**src/sv/pes_pkg.sv**
```systemverilog
package pes_pkg;

  // Stack geometry.
  localparam int STACK_DEPTH = 64;
  localparam int PTR_W       = $clog2(STACK_DEPTH);
  localparam int CNT_W       = $clog2(STACK_DEPTH + 1);

  // Width of the operand word and of the divider step counter.
  localparam int WORD_W    = 32;
  localparam int NUM_W     = 31;
  localparam int DIV_STEPS = WORD_W;
  localparam int STEP_W    = $clog2(DIV_STEPS);

  // Token kinds.
  localparam logic KIND_NUMBER   = 1'b0;
  localparam logic KIND_OPERATOR = 1'b1;

  // Operator codes.
  localparam logic [2:0] OP_ADD = 3'd0;
  localparam logic [2:0] OP_SUB = 3'd1;
  localparam logic [2:0] OP_MUL = 3'd2;
  localparam logic [2:0] OP_DIV = 3'd3;

  // Error causes.
  localparam logic [2:0] CAUSE_NONE     = 3'd0;
  localparam logic [2:0] CAUSE_FEW      = 3'd1;
  localparam logic [2:0] CAUSE_DIVZERO  = 3'd2;
  localparam logic [2:0] CAUSE_LEFTOVER = 3'd3;
  localparam logic [2:0] CAUSE_OVERFLOW = 3'd4;

  typedef struct packed {
    logic             token_kind;
    logic [NUM_W-1:0] number_value;
    logic [2:0]       operator_code;
    logic             last_token;
  } token_t;

  typedef struct packed {
    logic signed [WORD_W-1:0] result_value;
    logic                     error_flag;
    logic [2:0]               error_cause;
  } result_t;

  // Request to and response from the iterative divider.
  typedef struct packed {
    logic              start;
    logic [WORD_W-1:0] dividend;
    logic [WORD_W-1:0] divisor;
  } div_req_t;

  typedef struct packed {
    logic              done;
    logic [WORD_W-1:0] quotient;
  } div_rsp_t;

endpackage

```
**src/sv/pes_stack_ram.sv**
```systemverilog
module pes_stack_ram (
  input  logic                        clk,
  input  logic                        wr_en,
  input  logic [pes_pkg::PTR_W-1:0]   wr_addr,
  input  logic [pes_pkg::WORD_W-1:0]  wr_data,
  input  logic [pes_pkg::PTR_W-1:0]   rd_addr,
  output logic [pes_pkg::WORD_W-1:0]  rd_data
);

  logic [pes_pkg::WORD_W-1:0] mem [pes_pkg::STACK_DEPTH];

  always_ff @(posedge clk) begin
    if (wr_en) begin
      mem[wr_addr] <= wr_data;
    end
  end

  always_ff @(posedge clk) begin
    rd_data <= mem[rd_addr];
  end

endmodule

```
**src/sv/pes_divider.sv**
```systemverilog
module pes_divider (
  input  logic              clk,
  input  logic              rst,
  input  pes_pkg::div_req_t req,
  output pes_pkg::div_rsp_t rsp
);

  typedef enum logic [1:0] {D_IDLE, D_RUN, D_FIX} state_t;

  state_t                      state;
  logic [pes_pkg::WORD_W-1:0]  rem;
  logic [pes_pkg::WORD_W-1:0]  quot;
  logic [pes_pkg::WORD_W-1:0]  dvsr;
  logic                        neg;
  logic [pes_pkg::STEP_W-1:0]  step;

  logic [pes_pkg::WORD_W:0]    shifted;
  logic [pes_pkg::WORD_W:0]    diff;
  logic                        fits;

  // One restoring step per cycle on the magnitudes.
  assign shifted = {rem, quot[pes_pkg::WORD_W-1]};
  assign diff    = shifted - {1'b0, dvsr};
  assign fits    = !diff[pes_pkg::WORD_W];

  always_ff @(posedge clk) begin
    if (rst) begin
      state    <= D_IDLE;
      rsp.done <= 1'b0;
    end else begin
      rsp.done <= 1'b0;
      unique case (state)
        D_IDLE: begin
          if (req.start) begin
            neg   <= req.dividend[pes_pkg::WORD_W-1] ^ req.divisor[pes_pkg::WORD_W-1];
            quot  <= req.dividend[pes_pkg::WORD_W-1] ? (~req.dividend + 1'b1) : req.dividend;
            dvsr  <= req.divisor[pes_pkg::WORD_W-1] ? (~req.divisor + 1'b1) : req.divisor;
            rem   <= '0;
            step  <= '0;
            state <= D_RUN;
          end
        end
        D_RUN: begin
          rem  <= fits ? diff[pes_pkg::WORD_W-1:0] : shifted[pes_pkg::WORD_W-1:0];
          quot <= {quot[pes_pkg::WORD_W-2:0], fits};
          step <= step + 1'b1;
          if (step == pes_pkg::STEP_W'(pes_pkg::DIV_STEPS - 1)) begin
            state <= D_FIX;
          end
        end
        D_FIX: begin
          rsp.quotient <= neg ? (~quot + 1'b1) : quot;
          rsp.done     <= 1'b1;
          state        <= D_IDLE;
        end
        default: state <= D_IDLE;
      endcase
    end
  end

endmodule

```
**src/sv/postfix_stack_evaluator.sv**
```systemverilog
// A number token is handled in S_IDLE alone; add, subtract, multiply and other operators
// pass through S_READ and S_OP, a divide through S_READ, S_OP and S_DIV (one stack memory
// read, then a 32-step restoring divider, one quotient bit per cycle). The last token of an
// expression then passes S_END to post the result beat. Tokens are taken one at a time.
// Reset (synchronous, active high) empties the stack, clears the error latch and drops
// result_valid. The stack memory itself is not cleared; only written entries are ever used.
module postfix_stack_evaluator (
  input  logic             clk,
  input  logic             rst,
  input  logic             token_valid,
  output logic             token_stall,
  input  pes_pkg::token_t  token,
  output logic             result_valid,
  input  logic             result_stall,
  output pes_pkg::result_t result
);

  // S_IDLE takes a token. Numbers, errors and ignored tokens finish there. An operator
  // reads its left operand from the memory (S_READ), combines it with the cached top of
  // stack (S_OP) or hands both to the divider (S_DIV), and writes the result back below.
  // S_END closes an expression and holds until the result register is free.
  typedef enum logic [2:0] {S_IDLE, S_READ, S_OP, S_DIV, S_END} state_t;

  state_t                      state;
  logic [pes_pkg::CNT_W-1:0]   count;
  logic [pes_pkg::WORD_W-1:0]  tos;
  logic                        err;
  logic [2:0]                  err_code;
  logic                        last;
  logic [2:0]                  code;

  logic                        ram_we;
  logic [pes_pkg::PTR_W-1:0]   ram_waddr;
  logic [pes_pkg::WORD_W-1:0]  ram_wdata;
  logic [pes_pkg::WORD_W-1:0]  ram_rdata;
  logic [pes_pkg::CNT_W-1:0]   below_cnt;
  logic [pes_pkg::PTR_W-1:0]   below_ptr;
  logic [pes_pkg::WORD_W-1:0]  alu_res;
  logic                        push_ok;
  logic                        stack_full;
  logic                        out_free;
  pes_pkg::div_req_t           div_req;
  pes_pkg::div_rsp_t           div_rsp;

  // The top of stack lives in a register, so an operator needs only one memory read:
  // the left operand, two places below the count. The memory still gets every write,
  // so the entry under the top is valid once the top is popped.
  assign below_cnt  = count - pes_pkg::CNT_W'(2);
  assign below_ptr  = below_cnt[pes_pkg::PTR_W-1:0];
  assign stack_full = (count >= pes_pkg::CNT_W'(pes_pkg::STACK_DEPTH));
  assign out_free   = !result_valid || !result_stall;

  assign token_stall = (state != S_IDLE);

  assign push_ok = token_valid && (state == S_IDLE) && !err
                   && (token.token_kind == pes_pkg::KIND_NUMBER) && !stack_full;

  always_comb begin
    unique case (code)
      pes_pkg::OP_ADD: alu_res = ram_rdata + tos;
      pes_pkg::OP_SUB: alu_res = ram_rdata - tos;
      pes_pkg::OP_MUL: alu_res = ram_rdata * tos;
      default:         alu_res = '0;
    endcase
  end

  // Memory writes come from a push in S_IDLE or a write-back in S_OP / S_DIV. The memory reads
  // below the top every cycle; S_OP uses it after any earlier write has landed, so no forwarding is needed.
  assign ram_we    = push_ok
                     || ((state == S_OP) && (code != pes_pkg::OP_DIV))
                     || ((state == S_DIV) && div_rsp.done);
  assign ram_waddr = push_ok ? count[pes_pkg::PTR_W-1:0] : below_ptr;
  assign ram_wdata = push_ok ? {1'b0, token.number_value}
                   : ((state == S_OP) ? alu_res : div_rsp.quotient);

  assign div_req.start    = (state == S_OP) && (code == pes_pkg::OP_DIV);
  assign div_req.dividend = ram_rdata;
  assign div_req.divisor  = tos;

  pes_stack_ram u_ram (
    .clk     (clk),
    .wr_en   (ram_we),
    .wr_addr (ram_waddr),
    .wr_data (ram_wdata),
    .rd_addr (below_ptr),
    .rd_data (ram_rdata)
  );

  pes_divider u_div (
    .clk (clk),
    .rst (rst),
    .req (div_req),
    .rsp (div_rsp)
  );

  always_ff @(posedge clk) begin
    if (rst) begin
      state        <= S_IDLE;
      count        <= '0;
      err          <= 1'b0;
      err_code     <= pes_pkg::CAUSE_NONE;
      result_valid <= 1'b0;
    end else begin
      if (result_valid && !result_stall) begin
        result_valid <= 1'b0;
      end
      unique case (state)
        S_IDLE: begin
          if (token_valid) begin
            last  <= token.last_token;
            code  <= token.operator_code;
            state <= token.last_token ? S_END : S_IDLE;
            if (err) begin
              // After an error the rest of the expression is dropped.
            end else if (token.token_kind == pes_pkg::KIND_NUMBER) begin
              if (stack_full) begin
                err      <= 1'b1;
                err_code <= pes_pkg::CAUSE_OVERFLOW;
              end else begin
                tos   <= {1'b0, token.number_value};
                count <= count + 1'b1;
              end
            end else if (count < pes_pkg::CNT_W'(2)) begin
              err      <= 1'b1;
              err_code <= pes_pkg::CAUSE_FEW;
            end else if ((token.operator_code == pes_pkg::OP_DIV) && (tos == '0)) begin
              err      <= 1'b1;
              err_code <= pes_pkg::CAUSE_DIVZERO;
            end else begin
              state <= S_READ;
            end
          end
        end
        S_READ: begin
          state <= S_OP;
        end
        S_OP: begin
          if (code == pes_pkg::OP_DIV) begin
            state <= S_DIV;
          end else begin
            tos   <= alu_res;
            count <= count - 1'b1;
            state <= last ? S_END : S_IDLE;
          end
        end
        S_DIV: begin
          if (div_rsp.done) begin
            tos   <= div_rsp.quotient;
            count <= count - 1'b1;
            state <= last ? S_END : S_IDLE;
          end
        end
        S_END: begin
          if (out_free) begin
            result_valid <= 1'b1;
            if (err) begin
              result.result_value <= '0;
              result.error_flag   <= 1'b1;
              result.error_cause  <= err_code;
            end else if (count != pes_pkg::CNT_W'(1)) begin
              result.result_value <= '0;
              result.error_flag   <= 1'b1;
              result.error_cause  <= pes_pkg::CAUSE_LEFTOVER;
            end else begin
              result.result_value <= tos;
              result.error_flag   <= 1'b0;
              result.error_cause  <= pes_pkg::CAUSE_NONE;
            end
            count    <= '0;
            err      <= 1'b0;
            err_code <= pes_pkg::CAUSE_NONE;
            state    <= S_IDLE;
          end
        end
        default: state <= S_IDLE;
      endcase
    end
  end

endmodule

```
**config.mk**
```make
export PLATFORM = sky130hd
export DESIGN_NAME = postfix_stack_evaluator
export DESIGN_NICKNAME = d
export VERILOG_FILES = /design/src/sv/pes_pkg.sv /design/src/sv/pes_stack_ram.sv /design/src/sv/pes_divider.sv /design/src/sv/postfix_stack_evaluator.sv
export SDC_FILE = /design/constraint.sdc
export NUM_CORES = 2
export LEC_CHECK = 0
export BUFFER_PORTS_ARGS = -buffer_cell sky130_fd_sc_hd__clkbuf_2
export CAP_MARGIN = 5
export CORE_UTILIZATION = 42
export DETAILED_ROUTE_END_ITERATION = 12
export SYNTH_ARGS = -nofsm -noshare
export SYNTH_HDL_FRONTEND = slang
export SYNTH_SLANG_ARGS = --single-unit
```
**constraint.sdc**
```tcl
create_clock -name clk -period 14.1 [get_ports clk]
set_input_delay 2.115 -clock clk [delete_from_list [all_inputs] [get_ports clk]]
set_output_delay 2.115 -clock clk [all_outputs]
set_load 0.03 [all_outputs]
```
### After elaboration in Yosys (flattened, before gate mapping)

Memories as Yosys holds them, arrays and structs flattened. A register that Yosys moved wholly into a read port is not among the register bits.
Index checks and enable logic that the tools add are counted.

* flip-flop bits (word level): 224
* bits in writable memories: 2048
* input bits: 40
* memories kept: 1

Memory list
* u_ram.mem: depth 64, bits a word 32, read ports 1, clocked after memory_dff 1, write ports 1, line pes_stack_ram.sv:10 `logic [pes_pkg::WORD_W-1:0] mem [pes_pkg::STACK_DEPTH];`

* add/sub/neg operators: 10
* multiply operators: 1
* $lt $le $gt $ge: 2
* equality and inequality tests: 24
* muxes and demuxes: 66
* bitwise operators: 6
* reduce and logical (&&, ||, !) cells: 38

Operator list (number)
* $mux W32: 13
* $pmux W32 S3: 2
* $pmux W32 S2: 2
* $add A32 B1 Y32 const B: 3
* $not A32 Y32: 3
* $mux W3: 17
* $mux W7: 7
* $mux W33: 1
* $sub A33 B32 Y33: 1
* $add A32 B32 Y32: 1
* $logic_not A32 Y1: 1
* $mul A32 B32 Y32: 1
* $sub A32 B32 Y32: 1
* $mux W31: 1
* $pmux W7 S4: 1
* $reduce_and A3 Y1: 6
* $reduce_and A8 Y1: 2
* $eq A3 B2 Y1 const B: 5
* $pmux W3 S5: 1
* $ne A2 B2 Y1 const B: 7
* $mux W1: 12
* $pmux W5 S2: 1
* $logic_and A1 B1 Y1: 9
* $add A7 B1 Y7 const B: 1
* 34 further kinds: 48

### Longest topological paths before layout

* depth after elaboration: 9
* mapped depth: 28
* depth with buffers taken out: 26

### Cells and area by module

From an unflattened synthesis, not the netlist that was laid out.

* cells, all modules: 6828
* area, all modules: 110471.0 µm²

By module, submodules not included
* pes_stack_ram: instances 1, cells an instance 3325, area each 78562.8 µm²
* postfix_stack_evaluator: instances 1, cells an instance 2655, area each 23168.5 µm²
* pes_divider: instances 1, cells an instance 848, area each 8739.6 µm²

### Worst setup path before layout

No wires, ideal clock.

* kind: flip-flop to flip-flop
* start point: register tos[5] (netlist name)
* end point: memory u_ram.mem[0][28] (netlist name) (data pin)
* library setup time: 0.682 ns
* arrival: 9.238 ns
* required time: 13.418 ns
* setup slack: 4.181 ns
* stages on the path, launching flop included: 26
* period minus slack after synthesis: 9.919 ns
* cells stage by stage: edfxtp_1 > clkbuf_1 > clkbuf_1 > and2_1 > fa_1 > fa_1 > fa_1 > inv_1 > fa_1 > inv_1 > fa_1 > inv_1 > fa_1 > inv_1 > fa_1 > fa_1 > ha_1 > a21o_1 > a211oi_1 > o21a_1 > o22ai_1 > a221o_1 > o31ai_4 > xnor2_1 > a221oi_2 > nor3_1

* longest elaborated chain between the ends: 4

Ends and longest elaborated chain
* start: declaration: line postfix_stack_evaluator.sv:26 `logic [pes_pkg::WORD_W-1:0] tos;`
* start signal: assignment: line postfix_stack_evaluator.sv:120 `tos <= {1'b0, token.number_value};`
* start signal: assignment: line postfix_stack_evaluator.sv:141 `tos <= alu_res;`
* start signal: assignment: line postfix_stack_evaluator.sv:148 `tos <= div_rsp.quotient;`
* $mul A32 B32 Y32, or another cell as far along: line postfix_stack_evaluator.sv:62 `pes_pkg::OP_MUL: alu_res = ram_rdata * tos;`
* $pmux W32 S3 (*): line postfix_stack_evaluator.sv:59 `unique case (code)`
* $mux W32 (*): line postfix_stack_evaluator.sv:74 `: ((state == S_OP) ? alu_res : div_rsp.quotient);`
* $mux W32 (*): line postfix_stack_evaluator.sv:73 `assign ram_wdata = push_ok ? {1'b0, token.number_value}`
* named net ram_wdata (one bit): line postfix_stack_evaluator.sv:34 `logic [pes_pkg::WORD_W-1:0] ram_wdata;`
* end: declaration: line pes_stack_ram.sv:10

The timed path passes the listed nets; every way through them passes the cells marked *.

### Worst setup path in the final report

* start point: register u_ram.rd_data[5] (netlist name), read port of u_ram.mem
* end point: memory u_ram.mem[61][23] (netlist name) (data pin)

* longest elaborated chain between the ends: 4

Ends and longest elaborated chain
* start: declaration: line pes_stack_ram.sv:7 `output logic [pes_pkg::WORD_W-1:0] rd_data`
* $mul A32 B32 Y32, or another cell as far along: line postfix_stack_evaluator.sv:62
* $pmux W32 S3 (*): line postfix_stack_evaluator.sv:59
* $mux W32 (*): line postfix_stack_evaluator.sv:74
* $mux W32 (*): line postfix_stack_evaluator.sv:73
* named net ram_wdata (one bit): line postfix_stack_evaluator.sv:34

Marks and branches as above.

==> flow_metrics.tcl <==
set metrics [dict create \
    fin_nets 7380 \
    grt_pass1_wl_mm 445 \
    synth-main-ff-cell "edfxtp_1" \
    yosysUniqueCellTypes 89 \
    drt_wl_total_mm 310 \
    reg2reg_slack_ns 5.23 \
    cp-start-kind "register" \
    cap_viol_max_count 0 \
    drc 0 \
    slew_headroom 0.199 \
    tns_ns 0 \
    rows 187 \
    antenna_left 0 \
    fin_cells 10423 \
    first_global_vias 61680 \
    clock_latency_ns 0.89 \
    num_io_pins 78 \
    cts_tree "done" \
    crit_type "register to register" \
    period_share 0.629 \
    setup.worst_path.start "u_ram.rd_data[5]$_DFF_P_" \
    grt_max_degree 122 \
    start_util 0.423 \
    hpwl_mm 181 \
    grt_setup_unrepaired "no" \
    wl_met2_mm 147 \
    hp-start "err_code[2]$_SDFFE_PP0P_" \
    hold_viol 0 \
    wl_met1_mm 130 \
    cp-end-kind "register" \
    placed_cells 10000 \
    cts_hold_buf 0 \
    async_flop_share 0 \
    status "completed" \
    r2r-end "u_ram.mem[61][23]$_DFFE_PP_" \
    synth_edf_count 2254 \
    met3_length_mm 24.0 \
    synth_top_cell_by_area "edfxtp_1" \
    final-setup-viol-count 0 \
    dieWidth_um 514 \
    area_delta_synth_final_pct 12.1 \
    cts_buffers 223 \
    syn_inst 6598 \
    syn_area_um2 110000 \
    finalCriticalPeriod_ns 8.87 \
    die_h_um 514 \
    core-area_um2 260000 \
    drtPass1Iterations 6 \
    clock_sinks 2304 \
    grt_usage 0.235 \
    grt-ovfl-total 0 \
    vias 61453 \
    portBuffers 77 \
    ys_ff_latch 2304 \
    path_clk_slew_ns 0.06 \
    critPathRequiredTime_ns 14.70 \
    fmax_mhz 113 \
    antenna_found_initial 14 \
    crit_arrival_ns 9.47 \
    drt_iter0_markers 7431 \
    r2r_cells 27 \
    synth_top_area_frac 0.614 \
    gp_congestion 0.891 \
    path_max_fanout 33 \
    post_cts_resized 0 \
    syn-num-nets 7247 \
    clockBufferDepth 3 \
    post-cts-setup-buffers 0 \
    cts-root-buf "clkbuf_16" \
    dieArea_um2 264000 \
    ys_warn_count 0 \
    vias_per_cell 5.90 \
    drive_gt1_frac 0.207 \
    yosys-top-cells-area "edfxtp_1 (61%), mux4_2 (13%), fa_1 (7.5%)" \
    finClkSkew_ns 0.0735 \
    detail_route.wl_per_cell_um 29.7 \
    hold_path_class "register to register" \
    tightestPinTransition_ns 1.19 \
    crit_path_end "u_ram.mem[61][23]$_DFFE_PP_" \
    reg2reg_from "u_ram.rd_data[5]$_DFF_P_" \
    cts_htree_levels 4 \
    topRoutingLayerUsed "met5" \
    syn_avg_cell_area_um2 16.7 \
    ys_seq_area_frac 0.624 \
    slew_viol_final 0 \
]
==> cells in the mapped netlist, drive strengths merged (17+ instances only) <==
cell type	count
a211oi	43
a21o	40
a21oi	135
a31oi	36
and2	367
and3	18
buf	85
clkbuf	299
dfxtp	50
edfxtp	2254
fa	410
ha	199
inv	444
mux2i	29
mux4	652
nand2	475
nand2b	24
nand3	43
nor2	230
nor2b	17
nor3	43
o21a	22
o21ai	171
o31ai	34
or3	32
xnor2	166
xor2	95
==> registers in the layout (all words and copies together), names as in the netlist, 32 cells and up <==
name,cells
u_div.rem,32
u_ram.mem,2048
result,36
u_div.quot,32
u_div.dvsr,32
u_div.rsp,33
tos,32
u_ram.rd_data,32
==> stage by stage <==
| step | util | setup slack, ns | instance area (um^2) | hold WS [ns] |
|---|---|---|---|---|
| finish | 0.474 | 5.23 | 123000 | 0.470 |
| floorplan | - | 4.18 | 110000 | 0.427 |
| global placement | 0.446 | 4.92 | 116000 | 0.440 |
| detailed placement | 0.446 | 4.73 | 116000 | 0.457 |
| CTS | 0.474 | 4.72 | 123000 | 0.466 |
| global route | 0.474 | 4.91 | 123000 | 0.499 |
==> final cells by class <==
cell class                      instances  area (um^2)
Fill cell                           21985       137000
Sequential cell                      2304        68700
Multi-Input combinational cell       3466        39200
Clock buffer                          270         5790
Tap cell                             3496         4370
Timing Repair Buffer                  292         2090
Inverter                              444         1670
Clock inverter                        147         1600
Antenna cell                            4         10.0
==> cell usage in the layout (no fill, tap or decap), types with 161 or more instances in the layout <==
cell type / n
edfxtp_1: 2254
mux4_2: 652
nand2_1: 474
inv_1: 441
fa_1: 410
and2_1: 366
clkbuf_16: 224
buf_4: 208
ha_1: 198
xnor2_1: 162
nor2_1: 161
==> how the worst min path moves through the flow <==
stage | to | slack [ns] | depth (start not counted)
finish | err_code[2]$_SDFFE_PP0P_ | 0.47 | 2
global route | err_code[2]$_SDFFE_PP0P_ | 0.50 | 2
CTS | err_code[2]$_SDFFE_PP0P_ | 0.47 | 2
detailed placement | err_code[0]$_SDFFE_PP0P_ | 0.46 | 2
global placement | err_code[2]$_SDFFE_PP0P_ | 0.44 | 2
floorplan | err_code[2]$_SDFFE_PP0P_ | 0.43 | 2
==> critical path, cell delays in order, from the launching register on <==
cell and delay (ns):
dfxtp_1 0.31, buf_4 0.31, buf_4 0.35, and2_1 0.20
fa_1 0.42, inv_1 0.08, fa_1 0.43, fa_1 0.49
inv_1 0.05, fa_1 0.53, ha_1 0.22, ha_1 0.27
inv_1 0.04, fa_1 0.47, inv_1 0.05, fa_1 0.45
ha_1 0.33, o211a_1 0.14, a211oi_1 0.30, a211oi_1 0.17
or3_1 0.37, a21oi_1 0.24, o21ai_1 0.13, a21boi_1 0.28
o2111ai_1 0.22, and4_1 0.29, o21ai_4 0.86, buf_4 0.53
==> layer usage <==
metal  vias to the layer above  GRT usage
met2                      2706      0.376
met1                     33143      0.337
met3                       445     0.0322
met5                         -          0
li1                      25155          -
met4                         4     0.0695
==> cells by family after synthesis <==
kind of cell | count (synthesis) | share of synthesized area
compound gates | 581 | 0.0335
xor+xnor | 261 | 0.0208
fa+ha+maj | 609 | 0.0971
buf+inv | 828 | 0.0290
flops | 2304 | 0.624
mux | 683 | 0.136
simple gates | 1332 | 0.0599
Power is not shown: default switching activity piles up to over one toggle a cycle in this logic, so the estimate is an artifact.
